--- config.mk ---
export PLATFORM = sky130hd
export DESIGN_NAME = lpio_ctrl
export DESIGN_NICKNAME = d
export VERILOG_FILES = /design/src/rtl/lpio_pkg.sv /design/src/rtl/lpio_ctrl.sv
export SDC_FILE = /design/constraint.sdc
export NUM_CORES = 1
export LEC_CHECK = 0
export ABC_AREA = 1
export BUFFER_PORTS_ARGS = -buffer_cell sky130_fd_sc_hd__buf_2
export CAP_MARGIN = 25
export CORE_AREA = 5 5 42 44
export DETAILED_ROUTE_END_ITERATION = 12
export DIE_AREA = 0 0 47 49
export HOLD_SLACK_MARGIN = 0.05
export PLACE_DENSITY_LB_ADDON = 0.2
export RECOVER_POWER = 50
export SLEW_MARGIN = 15
export SYNTH_ARGS = -nofsm -noshare
export SYNTH_HDL_FRONTEND = slang
export SYNTH_SLANG_ARGS = --single-unit
--- constraint.sdc ---
create_clock -name i_clk -period 1 [get_ports i_clk]
set_input_delay 0.05 -clock i_clk [delete_from_list [all_inputs] [get_ports i_clk]]
set_output_delay 0.05 -clock i_clk [all_outputs]
set_load 0.03 [all_outputs]
--- src/rtl/lpio_pkg.sv ---
// shared types and constants for the longest pairwise interval overlap block
`timescale 1ns / 1ps

package lpio_pkg;

    localparam int unsigned COORD_W = 32;
    localparam int unsigned LEN_W   = 33;

    // commands from the controller to the datapath
    typedef struct packed {
        logic load;    // capture the incoming transaction
        logic issue;   // read one stored interval into the compare pipe
        logic commit;  // store the interval or flag overflow
        logic emit;    // load the result register and clear the set
    } t_cmd;

    // status from the datapath to the controller
    typedef struct packed {
        logic kept;       // captured interval has start not above end
        logic full;       // store holds the maximum number of intervals
        logic scan_done;  // every stored interval has been read
        logic pipe_busy;  // compare pipe still holds work
        logic last;       // captured transaction closes the set
        logic out_free;   // result register can take a new result
    } t_status;

endpackage

--- src/rtl/lpio_ctrl.sv ---
// controller: sequences capture, scan, drain, commit and result
`timescale 1ns / 1ps

module lpio_ctrl (
    input  logic              i_clk,
    input  logic              i_rst_n,
    input  logic              i_in_valid,
    output logic              o_in_ready,
    input  lpio_pkg::t_status i_status,
    output lpio_pkg::t_cmd    o_cmd
);

    typedef enum logic [2:0] {
        S_IDLE,
        S_SCAN,
        S_DRAIN,
        S_COMMIT,
        S_EMIT
    } t_state;

    t_state r_state;
    t_state n_state;
    logic   scan_more;

    assign scan_more = i_status.kept && !i_status.full && !i_status.scan_done;

    // command decode and next state
    always_comb begin
        n_state     = r_state;
        o_cmd       = '0;
        o_in_ready  = 1'b0;
        unique case (r_state)
            S_IDLE: begin
                o_in_ready = 1'b1;
                if (i_in_valid) begin
                    o_cmd.load = 1'b1;
                    n_state    = S_SCAN;
                end
            end
            S_SCAN: begin
                if (scan_more) begin
                    o_cmd.issue = 1'b1;
                end else begin
                    n_state = S_DRAIN;
                end
            end
            S_DRAIN: begin
                if (!i_status.pipe_busy) begin
                    n_state = S_COMMIT;
                end
            end
            S_COMMIT: begin
                o_cmd.commit = 1'b1;
                n_state      = i_status.last ? S_EMIT : S_IDLE;
            end
            S_EMIT: begin
                if (i_status.out_free) begin
                    o_cmd.emit = 1'b1;
                    n_state    = S_IDLE;
                end
            end
            default: n_state = S_IDLE;
        endcase
    end

    // state register
    always_ff @(posedge i_clk) begin
        if (!i_rst_n) begin
            r_state <= S_IDLE;
        end else begin
            r_state <= n_state;
        end
    end

endmodule

# Word level (Yosys, flattened, before mapping)
# Cells that the tools add are included.
[classes]
mux = 14
n_eq_ne = 8
n_reduce_logical = 6
[ops]
columns = ["cell", "n"]
rows = [
  ["two-way mux 3 bit", 5],
  ["one-hot mux 3 bit (5 select lines)", 1],
  ["two-way mux 1 bit", 8],
  ["inequality test 2 bit (second input constant)", 4],
  ["== test 3 x 2 -> 1 bit (second input constant)", 2],
  ["AND reduction 4 bit", 1],
  ["== test 3 x 1 -> 1 bit (second input constant)", 1],
  ["== test 3 bit (second input constant)", 1],
  ["zero test 3 bit", 1],
  ["logical AND 1 bit", 2],
  ["zero test 1 bit", 2],
]
[totals]
out_inout_bits = 5
input_bits = 9
word_cells = 29
regBits = 3

# Logic depth before layout (Yosys ltp)
# Gate-level depths: netlist (run 1).
[logic_depth]
ltp_word = 5
depth_mapped = 8
depth_no_buf = 8

# Worst setup path before layout (run 1)
# OpenSTA, ideal clock, no wires.
[synth_timing]
kind = "register to register"
startpoint = "register r_state[1]"
endpoint = "register r_state[2]"
arrival_time_ps = 1143
path_buffers = 0
path_slack_ps = -219
path_stages_with_launch = 5
setup_time_ps = 76
synth_period_minus_slack_ps = 1219
t_required_ps = 924
cell_sequence = "dfxtp_1 -> inv_2 -> nor2_1 -> nand2_1 -> a21boi_0"
[synth_via]
elab_chain_len = 3
word_cells_on_any_way = 11
classes_between = "eq/ne (8); mux (1); reduce/logical (2)"
[synth_lines]
columns = ["item", "line", "text"]
rows = [
  ["start, declared", "lpio_ctrl.sv:21", "t_state r_state;"],
  ["start signal, assigned", "lpio_ctrl.sv:71", "r_state <= n_state;"],
  ["== test 3 x 1 -> 1 bit (tied with other cells)", "lpio_ctrl.sv:32", "unique case (r_state)"],
  ["inequality test 2 bit (no source line)", "n/a", ""],
  ["AND reduction 4 bit (no source line)", "n/a", ""],
]
# Several ways; a longest one is shown, not always the timed one.
# A chain may end at the register's enable or synchronous reset.

==> results of run 1 <==
final timing paths:
| path | start | to | slack [ns] | cells past startpoint |
|---|---|---|---|---|
| min | i_status[1] | r_state[2] | 0.07 | 3 |
| max | r_state[0] | o_cmd[3] | -0.14 | 5 |
| min reg2reg | r_state[1] | r_state[1] | 0.55 | 2 |
| max reg2reg | r_state[2] | r_state[0] | -0.06 | 8 |
layout make-up:
type	instances	area [um^2]
inverters	8	32.5
repair buffers	18	133
flip-flops and latches	3	68.8
multi-input cells	36	199
well taps	16	20.0
fillers	162	922
clock buffers	4	26.3
synth_stat cells:
cell,count,area [um^2]
o21ai_0,1,5.00
a21boi_0,1,7.51
inv_1,7,26.3
nand2_1,11,41.3
nor3_1,1,5.00
nand3_1,6,30.0
nor2_2,3,18.8
nor2_1,13,48.8
inv_2,1,3.75
dfxtp_1,3,60.1
stage by stage:
stage	std cells	setup TNS, ns	power [W]	instance area (um^2)	setup slack (ns)
finish	85	-0.567	0.00122	479	-0.145
global route	85	-1.13	0.00136	479	-0.204
CTS	85	-0.741	0.00118	450	-0.142
detailed placement	78	-0.0461	0.000857	367	-0.0237
global placement	78	-0.0268	0.000855	367	-0.0153
floorplan	47	-0.0603	0.000666	267	-0.0217
cell usage in the layout (no fill, tap or decap):
cell type      count
buf_6              4
nor2_2             4
dfxtp_4            2
nor2_1             9
dfxtp_2            1
clkbuf_1           1
o21ai_0            1
buf_4              5
clkbuf_4           3
inv_1              5
nor2_4             3
inv_2              2
a21boi_0           1
nand2_2            3
inv_4              1
buf_2              8
dlygate4sd3_1      1
nand2_1            8
nand3_1            5
nor3_2             1
nand3_2            1
power groups by stage:
stage                     logic (W)  clock network (W)  registers [W]
after floorplan            0.000439                  0       0.000227
after global placement     0.000611                  0       0.000244
after detailed placement   0.000614                  0       0.000243
after CTS                  0.000694           0.000224       0.000258
after global routing       0.000811           0.000253       0.000294
final                      0.000721           0.000214       0.000286
cells by family (layout without fill, tap and decap cells):
| kind of cell | after synthesis | after routing | share of synthesized area (%) |
|---|---|---|---|
| simple gates | 34 | 34 | 58.4 |
| buf+inv | 8 | 30 | 12.2 |
| flops | 3 | 3 | 24.4 |
| compound gates | 2 | 2 | 5.08 |
metal layers:
| layer | GRT usage [%] | vias to the layer above |
|---|---|---|
| li1 | - | 189 |
| met4 | 2.76 | 0 |
| met2 | 7.47 | 14 |
| met3 | 4.80 | 0 |
| met1 | 9.41 | 136 |
| met5 | 0 | - |
worst register-to-register path, stage by stage (launching register included):
cell	delay, ns
dfxtp_2	0.33
buf_4	0.14
nor2_2	0.12
nand3_1	0.09
nand2_2	0.09
inv_1	0.05
nand3_1	0.07
nand2_1	0.05
nor2_1	0.07
timing repair:
action / CTS / global route
pin swaps: 2 / 1
gates resized for setup: 13 / 9
hold buffers: 1 / 0
setup buffers: 2 / 0
hold endpoints to repair: 1 / 0
endpoints found under the setup margin: 7 / 7
==> impl_metrics.json, run 1 <==
{
  "finalCritPeriodShare_pct": 114,
  "cts_buffers": 3,
  "num_vias": 339,
  "drc": 0,
  "switching_share_pct": 46.2,
  "h-tree-depth": 1,
  "p_per_area_mw_per_mm2": 2550,
  "overflow": 0,
  "crit_required_ns": 0.95,
  "status": "complete, but fails checks",
  "wl_met3_um": 82,
  "cts.sinks": 3,
  "fmax_mhz": 874,
  "finalNetCount": 79,
  "grt.total_usage_pct": 6.68,
  "slew_violations": 0,
  "top_regs": "r_state x3",
  "via_per_inst": 3.99,
  "finalCriticalPeriod_ns": 1.14,
  "core_area_mm2": 0.00140,
  "drt.antenna.violating_nets": 0,
  "fin_util_pct": 34.2,
  "largest_reg_flops": 3,
  "die_h_um": 49,
  "finClkSkew_ns": 0.00225,
  "setup_viol_count_final": 7,
  "routed_wirelength_um": 735,
  "routabilityCongestion": 0.749,
  "synthCells": 47,
  "start_kind": "flip-flop",
  "n_antenna_cell": 0,
  "die_w_um": 47,
  "antenna_found_initial": 0,
  "p_leak_nw": 0.242,
  "worst_slew_pin_slew_ns": 0.203,
  "drt_pass1_iterations": 3,
  "dr.first_iter.drc_count": 3,
  "seq_power_share_pct": 23.4,
  "critPathBufInv": 3,
  "ys_seq_elements": 3,
  "grt_max_degree": 7,
  "highest_layer": "met3",
  "timing.hold.ws_ns": 0.0660,
  "routedWlPerCell_um": 8.65,
  "critPathSlowestCell": "dfxtp_4",
  "route.met2.wl_um": 287,
  "critPathTopFamily": "flip-flops",
  "syn-num-nets": 56,
  "syn_avg_cell_area_um2": 5.24,
  "fin_ws_ns": -0.145,
  "path_cells": "inv_2 -> nand2_2 -> buf_6 -> nor3_2 -> buf_4",
  "violations": "setup timing",
  "max-cap-violations": 0,
  "ys_types": 10,
  "yosysWarnings": 0,
  "path_class": "flip-flop to output pin",
  "cts_tree": "built",
  "rows": 14,
  "drive_gt1_share_pct": 55.1,
  "hold_viol": 0,
  "cp_max_fo": 6,
  "grt_pass1_vias": 260,
  "path_clk_slew_ns": 0.04,
  "hp-class": "input pin to flip-flop",
  "yosysSeqAreaShare_pct": 24.4,
  "dieArea_mm2": 0.00230,
  "regMostFlops": "r_state",
  "p_clk_share_pct": 17.5,
  "cp.arrival_ns": 1.09,
  "peakVddDrop_mv": 1.07,
  "dp_hpwl_um": 575,
  "switching_power_w": 0.000563,
  "share_comb_of_total_power_pct": 59.1,
  "cp-end-kind": "output pin",
  "max-slew-margin-rel_pct": 86.4,
  "port_buffers": 13,
  "cts_root_buf": "clkbuf_4",
  "max_stage_delay_ns": 0.37,
  "grt_pass1_wl_um": 1090,
  "rsz0062_at_grt": "yes",
  "syn_to_final_growth_pct": 94.4,
  "clockBufferDepth": 2,
  "syn_area_um2": 246,
  "initial_core_util_pct": 17.6,
  "boundaryPins": 14,
  "clkLatencyLatePin_ns": 0.23,
  "wl_met1_um": 365,
  "internal_power_w": 0.000657
}
(Power assumes the default switching activity.)
==> run 2: changes to the inputs <==
Settings changed: ABC_AREA 1 to 0, MAX_ROUTING_LAYER set to met4.
==> impl_metrics.json, run 2 <==
{
  "synthFlopType": "dfxtp_1",
  "dieArea_mm2": 0.00230,
  "routabilityCongestion": 0.682,
  "grt.total_usage_pct": 6.93,
  "start_kind": "flip-flop",
  "cp.arrival_ns": 1.06,
  "p_per_area_mw_per_mm2": 1180,
  "clockBufferDepth": 2,
  "regMostFlops": "r_state",
  "drc": 0,
  "fin_ws_ns": -0.105,
  "drt.antenna.violating_nets": 0,
  "dr.first_iter.drc_count": 0,
  "cts.sinks": 3,
  "via_per_inst": 4.16,
  "mostFrequentLayoutCells": "buf_2, buf_4, buf_6",
  "nFillCells": 158,
  "routed_wirelength_um": 629,
  "grt_pass1_vias": 259,
  "status": "complete, but fails checks",
  "synthArstFlopShare_pct": 0,
  "timing.hold.ws_ns": 0.111,
  "hold_viol": 0,
  "synth_top_area_share_pct": 32.4,
  "rows": 14,
  "grt_pass1_wl_um": 1050,
  "p_leak_nw": 0.190,
  "yosysSeqAreaShare_pct": 32.4,
  "slew_violations": 0,
  "num_vias": 241,
  "worst_slew_pin_slew_ns": 0.243,
  "syn_area_um2": 185,
  "max-cap-violations": 0,
  "rsz0062_at_grt": "yes",
  "cp-end-kind": "output pin",
  "cts_tree": "built",
  "synth_common_cells": "nand2b_1, dfxtp_1, and3b_1, nor3_1",
  "die_w_um": 47,
  "fmax_mhz": 905,
  "grt_max_degree": 10,
  "cts_buffers": 3,
  "r2r_cells": 4,
  "ys_types": 13,
  "die_h_um": 49,
  "final_common_cell": "buf_2",
  "finalCritPeriodShare_pct": 111,
  "syn_avg_cell_area_um2": 9.26,
  "violations": "setup timing",
  "final_cells": 58,
  "yosysWarnings": 0,
  "peakVddDrop_mv": 0.620,
  "finalNetCount": 52,
  "boundaryPins": 14,
  "largest_reg_flops": 3,
  "yosysMostFrequentCell": "nand2b_1",
  "syn_to_final_growth_pct": 129,
  "routedWlPerCell_um": 10.8,
  "syn-num-nets": 29,
  "cts_root_buf": "clkbuf_4",
  "port_buffers": 13,
  "path_clk_slew_ns": 0.04,
  "max-slew-margin-rel_pct": 83.8,
  "dpl.cell_count": 50,
  "antenna_found_initial": 0,
  "path_class": "flip-flop to output pin",
  "synth_area_leaders": "dfxtp_1, nand2b_1, and3b_1, and4bb_1, nor3_1",
  "hp-class": "input pin to flip-flop",
  "h-tree-depth": 1,
  "synthCells": 20,
  "drive_gt1_share_pct": 69.0,
  "crit_required_ns": 0.95,
  "core_area_mm2": 0.00140,
  "drt_pass1_iterations": 1,
  "ys_seq_elements": 3,
  "overflow": 0,
  "finClkSkew_ns": 0.00260,
  "hold_depth": 3,
  "n_antenna_cell": 0,
  "cp_max_fo": 6,
  "finalCriticalPeriod_ns": 1.11,
  "setup_viol_count_final": 7,
  "clkLatencyLatePin_ns": 0.23,
  "synth_edf_count": 0,
  "top_regs": "r_state x3",
  "initial_core_util_pct": 13.2,
  "synth_area_leader_cell": "dfxtp_1"
}
[run 2: layout make-up]
cell class | instances | area [um^2] | area share, %
clock buffers | 4 | 26.3 | 6.19
multi-input cells | 17 | 174 | 41.0
repair buffers | 18 | 133 | 31.3
well taps | 16 | 20.0 | 4.72
flip-flops and latches | 3 | 71.3 | 16.8
[run 2: cells by family (layout without fill, tap and decap cells)]
logic type	Yosys count	in the layout	share of synthesized area, %
buffers and inverters	0	22	0
DFF	3	3	32.4
and+or+nand+nor	13	13	52.7
AOI/OAI and AO/OA	4	4	14.9
[run 2: stage by stage]
| stage | worst slack (ns) | TNS [ns] | total power [W] | util (%) | cell area [um^2] |
|---|---|---|---|---|---|
| 3_5_place_dp | -0.00695 | -0.00695 | 0.000245 | 20.9 | 293 |
| 3_3_place_gp | -0.0261 | -0.0261 | 0.000245 | 20.9 | 293 |
| 5_1_grt | -0.157 | -0.747 | 0.000539 | 30.3 | 424 |
| 6_report | -0.105 | -0.390 | 0.000500 | 30.3 | 424 |
| 4_1_cts | -0.124 | -0.495 | 0.000485 | 26.5 | 372 |
| 2_1_floorplan | -0.0993 | -0.302 | 0.000208 | - | 200 |
[run 2: where the power goes]
group          switching [W]  leakage [nW]  internal (W)
clock              0.0000645        0.0150      0.000150
combinational      0.0000645         0.149     0.0000740
sequential         0.0000200        0.0267      0.000127
total               0.000149         0.190      0.000351
[run 2: what timing repair did]
action	4_1_cts	5_1_grt
resized for setup	14	6
buffers inserted	1	2
hold buffers	1	0
pin swaps	1	4
hold endpoints to repair	2	0
setup endpoints to repair	7	8
[run 2: worst paths after layout]
path | from | endpoint | slack [ns]
worst max register to register | r_state[0] | r_state[2] | -0.03
worst min register to register | r_state[2] | r_state[1] | 0.59
worst min-delay path | i_status[1] | r_state[2] | 0.11
worst max-delay path | r_state[1] | o_cmd[0] | -0.11
[run 2: per-layer routing]
metal	global-route usage (%)	part of all wire, %	vias up
met2	8.82	43	14
met5	-	0	-
met4	6.91	3.7	0
li1	-	-	120
met1	7.02	43	103
met3	3.69	9.7	4
[run 2: critical path, cell delays in order (launching register included)]
cell	delay [ns]
dfxtp_4	0.36
nor4bb_4	0.29
buf_6	0.17
